==> config.mk <==
export PLATFORM = sky130hd
export DESIGN_NAME = wide_line_boundary_splitter
export DESIGN_NICKNAME = d
export VERILOG_FILES = /design/src/design/wlbs_pkg.sv /design/src/design/wlbs_ctrl.sv /design/src/design/wlbs_dp.sv /design/src/design/wide_line_boundary_splitter.sv
export VERILOG_INCLUDE_DIRS = /design/src /design/src/design
export SDC_FILE = /design/constraint.sdc
export NUM_CORES = 1
export LEC_CHECK = 0
export ABC_CLOCK_PERIOD_IN_PS = 18300
export BUFFER_PORTS_ARGS = -buffer_cell sky130_fd_sc_hd__buf_4
export CELL_PAD_IN_SITES_DETAIL_PLACEMENT = 1
export CELL_PAD_IN_SITES_GLOBAL_PLACEMENT = 1
export CORE_MARGIN = 5
export CORE_UTILIZATION = 30
export DETAILED_ROUTE_END_ITERATION = 6
export HOLD_SLACK_MARGIN = 0.1
export PLACE_DENSITY_LB_ADDON = 0.1
export SETUP_SLACK_MARGIN = 0.5
export SYNTH_ARGS = -nofsm -noshare
export SYNTH_HDL_FRONTEND = slang
export SYNTH_SLANG_ARGS = --single-unit
export TNS_END_PERCENT = 20
==> constraint.sdc <==
create_clock -name clock -period 18.3 [get_ports clock]
set_input_delay 0 -clock clock [delete_from_list [all_inputs] [get_ports clock]]
set_output_delay 0 -clock clock [all_outputs]
set_load 0.02 [all_outputs]
==> src/design/wide_line_boundary_splitter_macros.svh <==
// Assertion macros shared by the line splitter modules.
`ifndef WIDE_LINE_BOUNDARY_SPLITTER_MACROS_SVH
`define WIDE_LINE_BOUNDARY_SPLITTER_MACROS_SVH

// The consequent must hold in the same cycle as the antecedent.
`define WLBS_ASSERT_SAME(label, clk, rst, ante, cons, msg) \
   label: assert property (@(posedge clk) disable iff (rst) (ante) |-> (cons)) else $error(msg);

// The consequent must hold in the cycle after the antecedent.
`define WLBS_ASSERT_NEXT(label, clk, rst, ante, cons, msg) \
   label: assert property (@(posedge clk) disable iff (rst) (ante) |=> (cons)) else $error(msg);

`endif

==> src/design/wlbs_pkg.sv <==
// Types, constants and helpers shared by the line splitter modules.
package wlbs_pkg;

   localparam int unsigned DATA_W    = 64;
   localparam int unsigned CNT_W     = 5;
   localparam int unsigned LINE_W    = 16;
   localparam int unsigned SUM_W     = 18;
   localparam logic [7:0]  DELIM_RST = 8'd10;

   // Commands from the controller to the datapath.
   typedef struct packed {
      logic load;
      logic emit;
   } ctrl_cmd_type;

   // Status from the datapath to the controller.
   typedef struct packed {
      logic new_hit;
      logic final_hit;
      logic pending;
      logic out_free;
   } dp_status_type;

   function automatic logic [LINE_W-1:0] sat_line(logic [SUM_W-1:0] v,
                                                  logic [LINE_W-1:0] lim);
      logic [SUM_W-1:0] lim_ext;
      lim_ext = {{(SUM_W-LINE_W){1'b0}}, lim};
      if (v > lim_ext) begin
         return lim;
      end
      return v[LINE_W-1:0];
   endfunction

endpackage

==> src/design/wlbs_ctrl.sv <==
// Controller state machine: accepts a word, then walks its delimiter hits.
`include "wide_line_boundary_splitter_macros.svh"

module wlbs_ctrl (
   input  logic                   clock,
   input  logic                   reset,
   input  logic                   req_tvalid,
   output logic                   req_tready,
   input  wlbs_pkg::dp_status_type status,
   output wlbs_pkg::ctrl_cmd_type  cmd
);
   import wlbs_pkg::*;

   localparam logic ST_IDLE = 1'b0;
   localparam logic ST_SCAN = 1'b1;

   logic state_ff;
   logic state_in;
   logic accept;

   assign req_tready = (state_ff == ST_IDLE);
   assign accept     = req_tvalid && req_tready;

   always_comb begin
      state_in = state_ff;
      cmd      = '0;
      unique case (state_ff)
         ST_IDLE: begin
            cmd.load = accept;
            if (accept && status.new_hit) begin
               state_in = ST_SCAN;
            end
         end
         ST_SCAN: begin
            cmd.emit = status.out_free;
            if (status.out_free && status.final_hit) begin
               state_in = ST_IDLE;
            end
         end
         default: state_in = ST_IDLE;
      endcase
   end

   always_ff @(posedge clock) begin
      if (reset) begin
         state_ff <= ST_IDLE;
      end else begin
         state_ff <= state_in;
      end
   end

   `WLBS_ASSERT_SAME(a_scan_has_hits, clock, reset, state_ff == ST_SCAN, status.pending, "scan without pending delimiters")
   `WLBS_ASSERT_NEXT(a_hit_enters_scan, clock, reset, accept && status.new_hit, state_ff == ST_SCAN, "word with delimiters did not enter scan")
   `WLBS_ASSERT_NEXT(a_last_returns_idle, clock, reset, cmd.emit && status.final_hit, state_ff == ST_IDLE, "scan did not end after last delimiter")

endmodule

==> src/design/wlbs_dp.sv <==
// Datapath: delimiter compare, hit mask, line length and offset tracking, result register.
`include "wide_line_boundary_splitter_macros.svh"

module wlbs_dp #(
   parameter int unsigned LANES    = 16,
   parameter logic [15:0] LINE_MAX = 16'hFFFF
) (
   input  logic                          clock,
   input  logic                          reset,
   input  logic [wlbs_pkg::DATA_W-1:0]   data_lo,
   input  logic [wlbs_pkg::DATA_W-1:0]   data_hi,
   input  logic [wlbs_pkg::CNT_W-1:0]    byte_count,
   input  logic                          restart,
   input  logic                          csr_valid,
   input  logic [7:0]                    csr_data,
   input  wlbs_pkg::ctrl_cmd_type        cmd,
   output wlbs_pkg::dp_status_type       status,
   output logic                          rsp_tvalid,
   input  logic                          rsp_tready,
   output logic [wlbs_pkg::LINE_W-1:0]   line_length,
   output logic [wlbs_pkg::LINE_W-1:0]   line_offset,
   output logic                          last_of_item
);
   import wlbs_pkg::*;

   localparam int unsigned LW = (LANES > 1) ? $clog2(LANES) : 1;
   localparam logic [CNT_W-1:0] LANES_CNT = CNT_W'(LANES);

   logic [2*DATA_W-1:0] word;
   logic [CNT_W-1:0]    cnt;
   logic [LANES-1:0]    hit_mask;
   logic [LINE_W-1:0]   base_carry;
   logic [LINE_W-1:0]   base_start;

   logic [7:0]          delim_ff;
   logic [LANES-1:0]    mask_ff, mask_in;
   logic [CNT_W-1:0]    pos_ff, pos_in;
   logic [CNT_W-1:0]    count_ff, count_in;
   logic [LINE_W-1:0]   carried_ff, carried_in;
   logic [LINE_W-1:0]   start_ff, start_in;
   logic                rsp_valid_ff, rsp_valid_in;
   logic [LINE_W-1:0]   rsp_len_ff, rsp_len_in;
   logic [LINE_W-1:0]   rsp_off_ff, rsp_off_in;
   logic                rsp_last_ff, rsp_last_in;

   logic [LW-1:0]       lane;
   logic [CNT_W-1:0]    lane_cnt;
   logic [LANES-1:0]    mask_rest;
   logic [LINE_W-1:0]   emit_len;
   logic [CNT_W-1:0]    tail;

   assign word = {data_hi, data_lo};
   assign cnt  = (byte_count > LANES_CNT) ? LANES_CNT : byte_count;

   for (genvar i = 0; i < LANES; i++) begin : g_cmp
      assign hit_mask[i] = (CNT_W'(i) < cnt) && (word[8*i +: 8] == delim_ff);
   end

   assign base_carry = restart ? '0 : carried_ff;
   assign base_start = restart ? '0 : start_ff;

   // Lowest pending delimiter lane.
   always_comb begin
      lane = '0;
      for (int i = LANES - 1; i >= 0; i--) begin
         if (mask_ff[i]) begin
            lane = LW'(i);
         end
      end
   end

   assign lane_cnt  = CNT_W'(lane);
   assign mask_rest = mask_ff & (mask_ff - 1'b1);
   assign emit_len  = sat_line(SUM_W'(carried_ff) + SUM_W'(lane_cnt - pos_ff), LINE_MAX);
   assign tail      = count_ff - lane_cnt - 1'b1;

   always_comb begin
      mask_in      = mask_ff;
      pos_in       = pos_ff;
      count_in     = count_ff;
      carried_in   = carried_ff;
      start_in     = start_ff;
      rsp_valid_in = rsp_valid_ff && !rsp_tready;
      rsp_len_in   = rsp_len_ff;
      rsp_off_in   = rsp_off_ff;
      rsp_last_in  = rsp_last_ff;
      if (cmd.load) begin
         start_in = base_start;
         if (hit_mask == '0) begin
            carried_in = sat_line(SUM_W'(base_carry) + SUM_W'(cnt), LINE_MAX);
         end else begin
            carried_in = base_carry;
            mask_in    = hit_mask;
            pos_in     = '0;
            count_in   = cnt;
         end
      end
      if (cmd.emit) begin
         rsp_valid_in = 1'b1;
         rsp_len_in   = emit_len;
         rsp_off_in   = start_ff;
         rsp_last_in  = (mask_rest == '0);
         mask_in      = mask_rest;
         pos_in       = lane_cnt + 1'b1;
         start_in     = sat_line(SUM_W'(start_ff) + SUM_W'(emit_len) + SUM_W'(1), LINE_MAX);
         // After the final delimiter, the bytes behind it open the next line.
         carried_in   = (mask_rest == '0) ? sat_line(SUM_W'(tail), LINE_MAX) : '0;
      end
   end

   always_ff @(posedge clock) begin
      if (reset) begin
         delim_ff     <= DELIM_RST;
         mask_ff      <= '0;
         pos_ff       <= '0;
         count_ff     <= '0;
         carried_ff   <= '0;
         start_ff     <= '0;
         rsp_valid_ff <= 1'b0;
      end else begin
         if (csr_valid) begin
            delim_ff <= csr_data;
         end
         mask_ff      <= mask_in;
         pos_ff       <= pos_in;
         count_ff     <= count_in;
         carried_ff   <= carried_in;
         start_ff     <= start_in;
         rsp_valid_ff <= rsp_valid_in;
      end
   end

   always_ff @(posedge clock) begin
      rsp_len_ff  <= rsp_len_in;
      rsp_off_ff  <= rsp_off_in;
      rsp_last_ff <= rsp_last_in;
   end

   assign status.new_hit   = (hit_mask != '0);
   assign status.final_hit = (mask_rest == '0);
   assign status.pending   = (mask_ff != '0);
   assign status.out_free  = !rsp_valid_ff || rsp_tready;

   assign rsp_tvalid   = rsp_valid_ff;
   assign line_length  = rsp_len_ff;
   assign line_offset  = rsp_off_ff;
   assign last_of_item = rsp_last_ff;

   `WLBS_ASSERT_SAME(a_emit_needs_hit, clock, reset, cmd.emit, mask_ff != '0, "result emitted with no pending delimiter")
   `WLBS_ASSERT_NEXT(a_last_clears_mask, clock, reset, cmd.emit && status.final_hit, mask_ff == '0 && rsp_last_ff, "last result left hits pending")
   `WLBS_ASSERT_SAME(a_no_load_while_pending, clock, reset, cmd.load, mask_ff == '0, "word loaded while hits pending")

endmodule

==> src/design/wide_line_boundary_splitter.sv <==
// Top level of the 16-byte line boundary splitter.
//
//   channel  | direction | handshake              | contents
//   req      | in        | req_tvalid/req_tready  | text word, byte count, restart
//   rsp      | out       | rsp_tvalid/rsp_tready  | line length and offset, last flag
//   csr      | in        | csr_valid/csr_ready    | delimiter byte
//
// A word with no delimiter leaves the controller idle, ready for the next word. A word with
// k delimiters: the accept cycle builds the hit mask, then one line result per cycle leaves
// through the single result register, except while rsp_tready is low and holds it.
// A word is accepted while an earlier result still waits in the result register.
// Reset is synchronous; it sets the delimiter to newline and clears line state.
// The delimiter is written at any transfer on the csr channel, csr_ready is always high.

module wide_line_boundary_splitter #(
   parameter int unsigned LANES        = 16,
   parameter int unsigned BUFFER_BYTES = 65536
) (
   input  logic         clock,
   input  logic         reset,
   input  logic         req_tvalid,
   output logic         req_tready,
   input  logic [135:0] req_tdata,  // data_lo[63:0], data_hi[127:64], byte_count[132:128], zero pad
   input  logic         req_tuser,  // restart
   output logic         rsp_tvalid,
   input  logic         rsp_tready,
   output logic [31:0]  rsp_tdata,  // line_length[15:0], line_offset[31:16]
   output logic         rsp_tlast,  // last_of_item
   input  logic         csr_valid,
   output logic         csr_ready,
   input  logic [7:0]   csr_data
);
   import wlbs_pkg::*;

   localparam logic [15:0] LINE_MAX =
      (BUFFER_BYTES - 1 > 65535) ? 16'hFFFF : 16'(BUFFER_BYTES - 1);

   ctrl_cmd_type  cmd;
   dp_status_type status;
   logic [LINE_W-1:0] line_length;
   logic [LINE_W-1:0] line_offset;

   assign csr_ready = 1'b1;

   wlbs_ctrl u_ctrl (
      .clock      (clock),
      .reset      (reset),
      .req_tvalid (req_tvalid),
      .req_tready (req_tready),
      .status     (status),
      .cmd        (cmd)
   );

   wlbs_dp #(
      .LANES    (LANES),
      .LINE_MAX (LINE_MAX)
   ) u_dp (
      .clock        (clock),
      .reset        (reset),
      .data_lo      (req_tdata[63:0]),
      .data_hi      (req_tdata[127:64]),
      .byte_count   (req_tdata[132:128]),
      .restart      (req_tuser),
      .csr_valid    (csr_valid),
      .csr_data     (csr_data),
      .cmd          (cmd),
      .status       (status),
      .rsp_tvalid   (rsp_tvalid),
      .rsp_tready   (rsp_tready),
      .line_length  (line_length),
      .line_offset  (line_offset),
      .last_of_item (rsp_tlast)
   );

   assign rsp_tdata = {line_offset, line_length};

endmodule
==> impl_metrics.tcl <==
set metrics [dict create \
    clock.fmax_mhz 108 \
    yosysWarnings 0 \
    final_hold_viol_count 0 \
    final.setup.tns_ns 0 \
    slowest_delay_ns 0.83 \
    run_status "complete, no violations" \
    htreeDepth 3 \
    grt_pass1_wl_um 45800 \
    num_rows 62 \
    cp_max_fo 16 \
    wl_met2_um 14000 \
    clock_sinks 101 \
    rsz0062_at_grt "false" \
    path_buf_inv 2 \
    maxCapViolations 0 \
    n_antenna_cell 0 \
    viasPerCell 5.07 \
    die-area_um2 32200 \
    synth.most_common_cell "xnor2_1" \
    numCtsBuffers 9 \
    globalplace.congestion 0.832 \
    port_buffers 181 \
    finalCriticalPeriod_ns 9.27 \
    hp-start "req_tdata[85]" \
    r2r_slack_ns 9.03 \
    clock_path_buffers 2 \
    worstSetupPathType "reg2reg" \
    synth_nets 1248 \
    crit_family "simple AND/OR/NAND/NOR gates" \
    fin_nets 1430 \
    relSlewSlack 0.214 \
    core_um2 28500 \
    yosysTopAreaCell "dfxtp_1" \
    final_max_slew_viol_count 0 \
    crit_slowest_cell "o31ai_4" \
    worstReg2RegStart "u_dp.mask_ff[2]$_SDFFE_PP0P_" \
    setup_viol 0 \
    die_h_um 179 \
    synth_area_leaders "dfxtp_1, xnor2_1, edfxtp_1" \
    insertion_delay_ns 0.36 \
    drive_gt1_frac 0.194 \
    dr.max_layer_used "met4" \
    grt_max_degree 69 \
    r2r_end "u_dp.start_ff[1]$_SDFFE_PP0P_" \
    leakagePower_uw 0.00420 \
    cts_repair_resize_count 0 \
    postSynthCellCount 1043 \
    clk_pin_slew_ns 0.08 \
    met1Wirelength_um 13200 \
    ys_seq_elements 101 \
    period_share 0.507 \
    drt_wl_total_um 28500 \
    wl_per_cell_um 17.7 \
    initial_core_util 0.301 \
    ys_seq_area_frac 0.273 \
    hpwl_um 22200 \
    crit_required_ns 18.51 \
    tightest_slew_ns 1.18 \
    syn_avg_cell_area_um2 8.25 \
    cts_tree "done" \
    synth_edf_count 33 \
    drcViolationCount 0 \
    yosysTopAreaCellShare 0.158 \
    worstPathArrival_ns 9.48 \
    cp-end-kind "flop" \
    cp-start-kind "flop" \
    synth-main-ff-cell "dfxtp_1" \
    finalPower_uw 568 \
    hp-class "in2reg" \
    synth_common_cells "xnor2_1, a21oi_1, nor2_1" \
    min_path_cells 6 \
    antenna_found_initial 0 \
    syn_area_um2 8600 \
    synthArstFlopShare 0 \
    crit_top_cell "ha_1" \
    die_x_um 179 \
    synth_cell_types 78 \
    whs_endpoint "u_dp.mask_ff[10]$_SDFFE_PP0P_" \
    ant_nets 0 \
    vias 8186 \
    p_per_area_nw_per_um2 52.1 \
    irDropWorstVdd_v 0.0000421 \
    cts_root_buf "clkbuf_16" \
    syn_to_final_growth_pct 26.6 \
    grt.overflow.total 0 \
    first_global_vias 8546 \
    met3_length_um 732 \
    drt_first_iter_violations 384 \
    r2r_cells 27 \
    firstDrtPassIters 4 \
    grt.total_usage 0.179 \
    ioPinCount 186 \
    finClkSkew_ns 0.00962 \
]
-- worst max-delay path by stage --
stage	startpoint	endpoint	slack, ns	cells past startpoint
2_1_floorplan	u_dp.mask_ff[14]$_SDFFE_PP0P_	u_dp.start_ff[6]$_SDFFE_PP0P_	10.70	36
3_3_place_gp	u_dp.mask_ff[2]$_SDFFE_PP0P_	u_dp.start_ff[1]$_SDFFE_PP0P_	8.97	28
3_5_place_dp	u_dp.mask_ff[2]$_SDFFE_PP0P_	u_dp.start_ff[1]$_SDFFE_PP0P_	8.99	27
4_1_cts	u_dp.mask_ff[2]$_SDFFE_PP0P_	u_dp.start_ff[0]$_SDFFE_PP0P_	8.92	27
5_1_grt	u_dp.mask_ff[13]$_SDFFE_PP0P_	u_dp.start_ff[0]$_SDFFE_PP0P_	8.35	33
6_report	u_dp.mask_ff[2]$_SDFFE_PP0P_	u_dp.start_ff[1]$_SDFFE_PP0P_	9.03	27
-- cell families after synthesis --
group / Yosys count / share of synthesized area
buffers and inverters: 90 / 0.0467
other: 1 / 0.000436
multiplexers: 12 / 0.0140
AO/OA/AOI/OAI: 270 / 0.202
AND/OR/NAND/NOR: 342 / 0.203
flip-flops: 101 / 0.273
adder cells (fa/ha/maj): 58 / 0.0878
XOR/XNOR: 169 / 0.172
-- tightest hold or removal path, stage by stage --
cell and delay [ns]:
buf_4 0.08, xnor2_1 0.05, nand4_1 0.08, nor3_1 0.08, nand2_1 0.07, a21oi_1 0.06
-- flip-flops by register name, summed over array words and instances (netlist names) --
| name | count |
|---|---|
| u_dp.last_of_item | 1 |
| u_dp.carried_ff | 16 |
| u_dp.delim_ff | 8 |
| u_dp.pos_ff | 5 |
| u_dp.line_offset | 16 |
| u_dp.rsp_tvalid | 1 |
| u_dp.count_ff | 5 |
| u_ctrl.state_ff | 1 |
| u_dp.start_ff | 16 |
| u_dp.mask_ff | 16 |
| u_dp.line_length | 16 |
-- cell usage in the layout, fill, tap and decap left out, types with 7 or more instances in the layout --
| master | count |
|---|---|
| buf_4 | 190 |
| xnor2_1 | 141 |
| a21oi_1 | 103 |
| nor2_1 | 84 |
| nand2_1 | 75 |
| dfxtp_1 | 68 |
| o21ai_0 | 56 |
| ha_1 | 50 |
| inv_1 | 35 |
| dlygate4sd3_1 | 35 |
| nand4_1 | 34 |
| edfxtp_1 | 33 |
| nor3_1 | 30 |
| xor2_1 | 28 |
| nand3_1 | 24 |
| nor2b_1 | 16 |
| a21o_1 | 14 |
| nor4_1 | 14 |
| or3_1 | 12 |
| mux2i_1 | 12 |
| nand2b_1 | 11 |
| a31oi_1 | 11 |
| a211oi_2 | 10 |
| clkbuf_16 | 9 |
| or2_2 | 7 |
| o21ai_1 | 7 |
-- timing repair --
item | 4_1_cts | 5_1_grt
buffers inserted | 0 | 0
hold endpoints to repair | 21 | 0
hold buffers | 35 | 0
-- layout make-up --
cell class | instances | area (um^2)
timing repair buffer | 225 | 1780
clock inverter | 6 | 57.6
inverter | 36 | 135
multi-input combinational | 852 | 5860
fill | 3452 | 17700
sequential | 101 | 2350
clock buffer | 10 | 229
tap | 384 | 480
-- per-layer routing --
layer,vias up,track usage
met5,-,0
li1,4086,-
met4,0,0.0463
met2,118,0.311
met3,39,0.0227
met1,3943,0.238
-- per-stage QoR --
stage / utilization / instance area [um^2] / std cells / setup WS [ns] / hold WS, ns
global route: 0.382 / 10900 / 1614 / 8.35 / 0.142
floorplan: - / 8600 / 1043 / 10.70 / 0.122
global placement: 0.359 / 10300 / 1563 / 8.97 / 0.216
detailed placement: 0.359 / 10300 / 1563 / 8.99 / 0.217
finish: 0.382 / 10900 / 1614 / 9.03 / 0.110
CTS: 0.382 / 10900 / 1614 / 8.92 / 0.100
-- power breakdown --
part	switching, uW	internal [uW]	total (uW)	leakage (uW)
sequential	7.92	234	242	0.000860
combinational	67.3	68.3	136	0.00320
clock	94.4	95.6	190	0.000141
No activity file was read; power rests on OpenSTA's default activity.
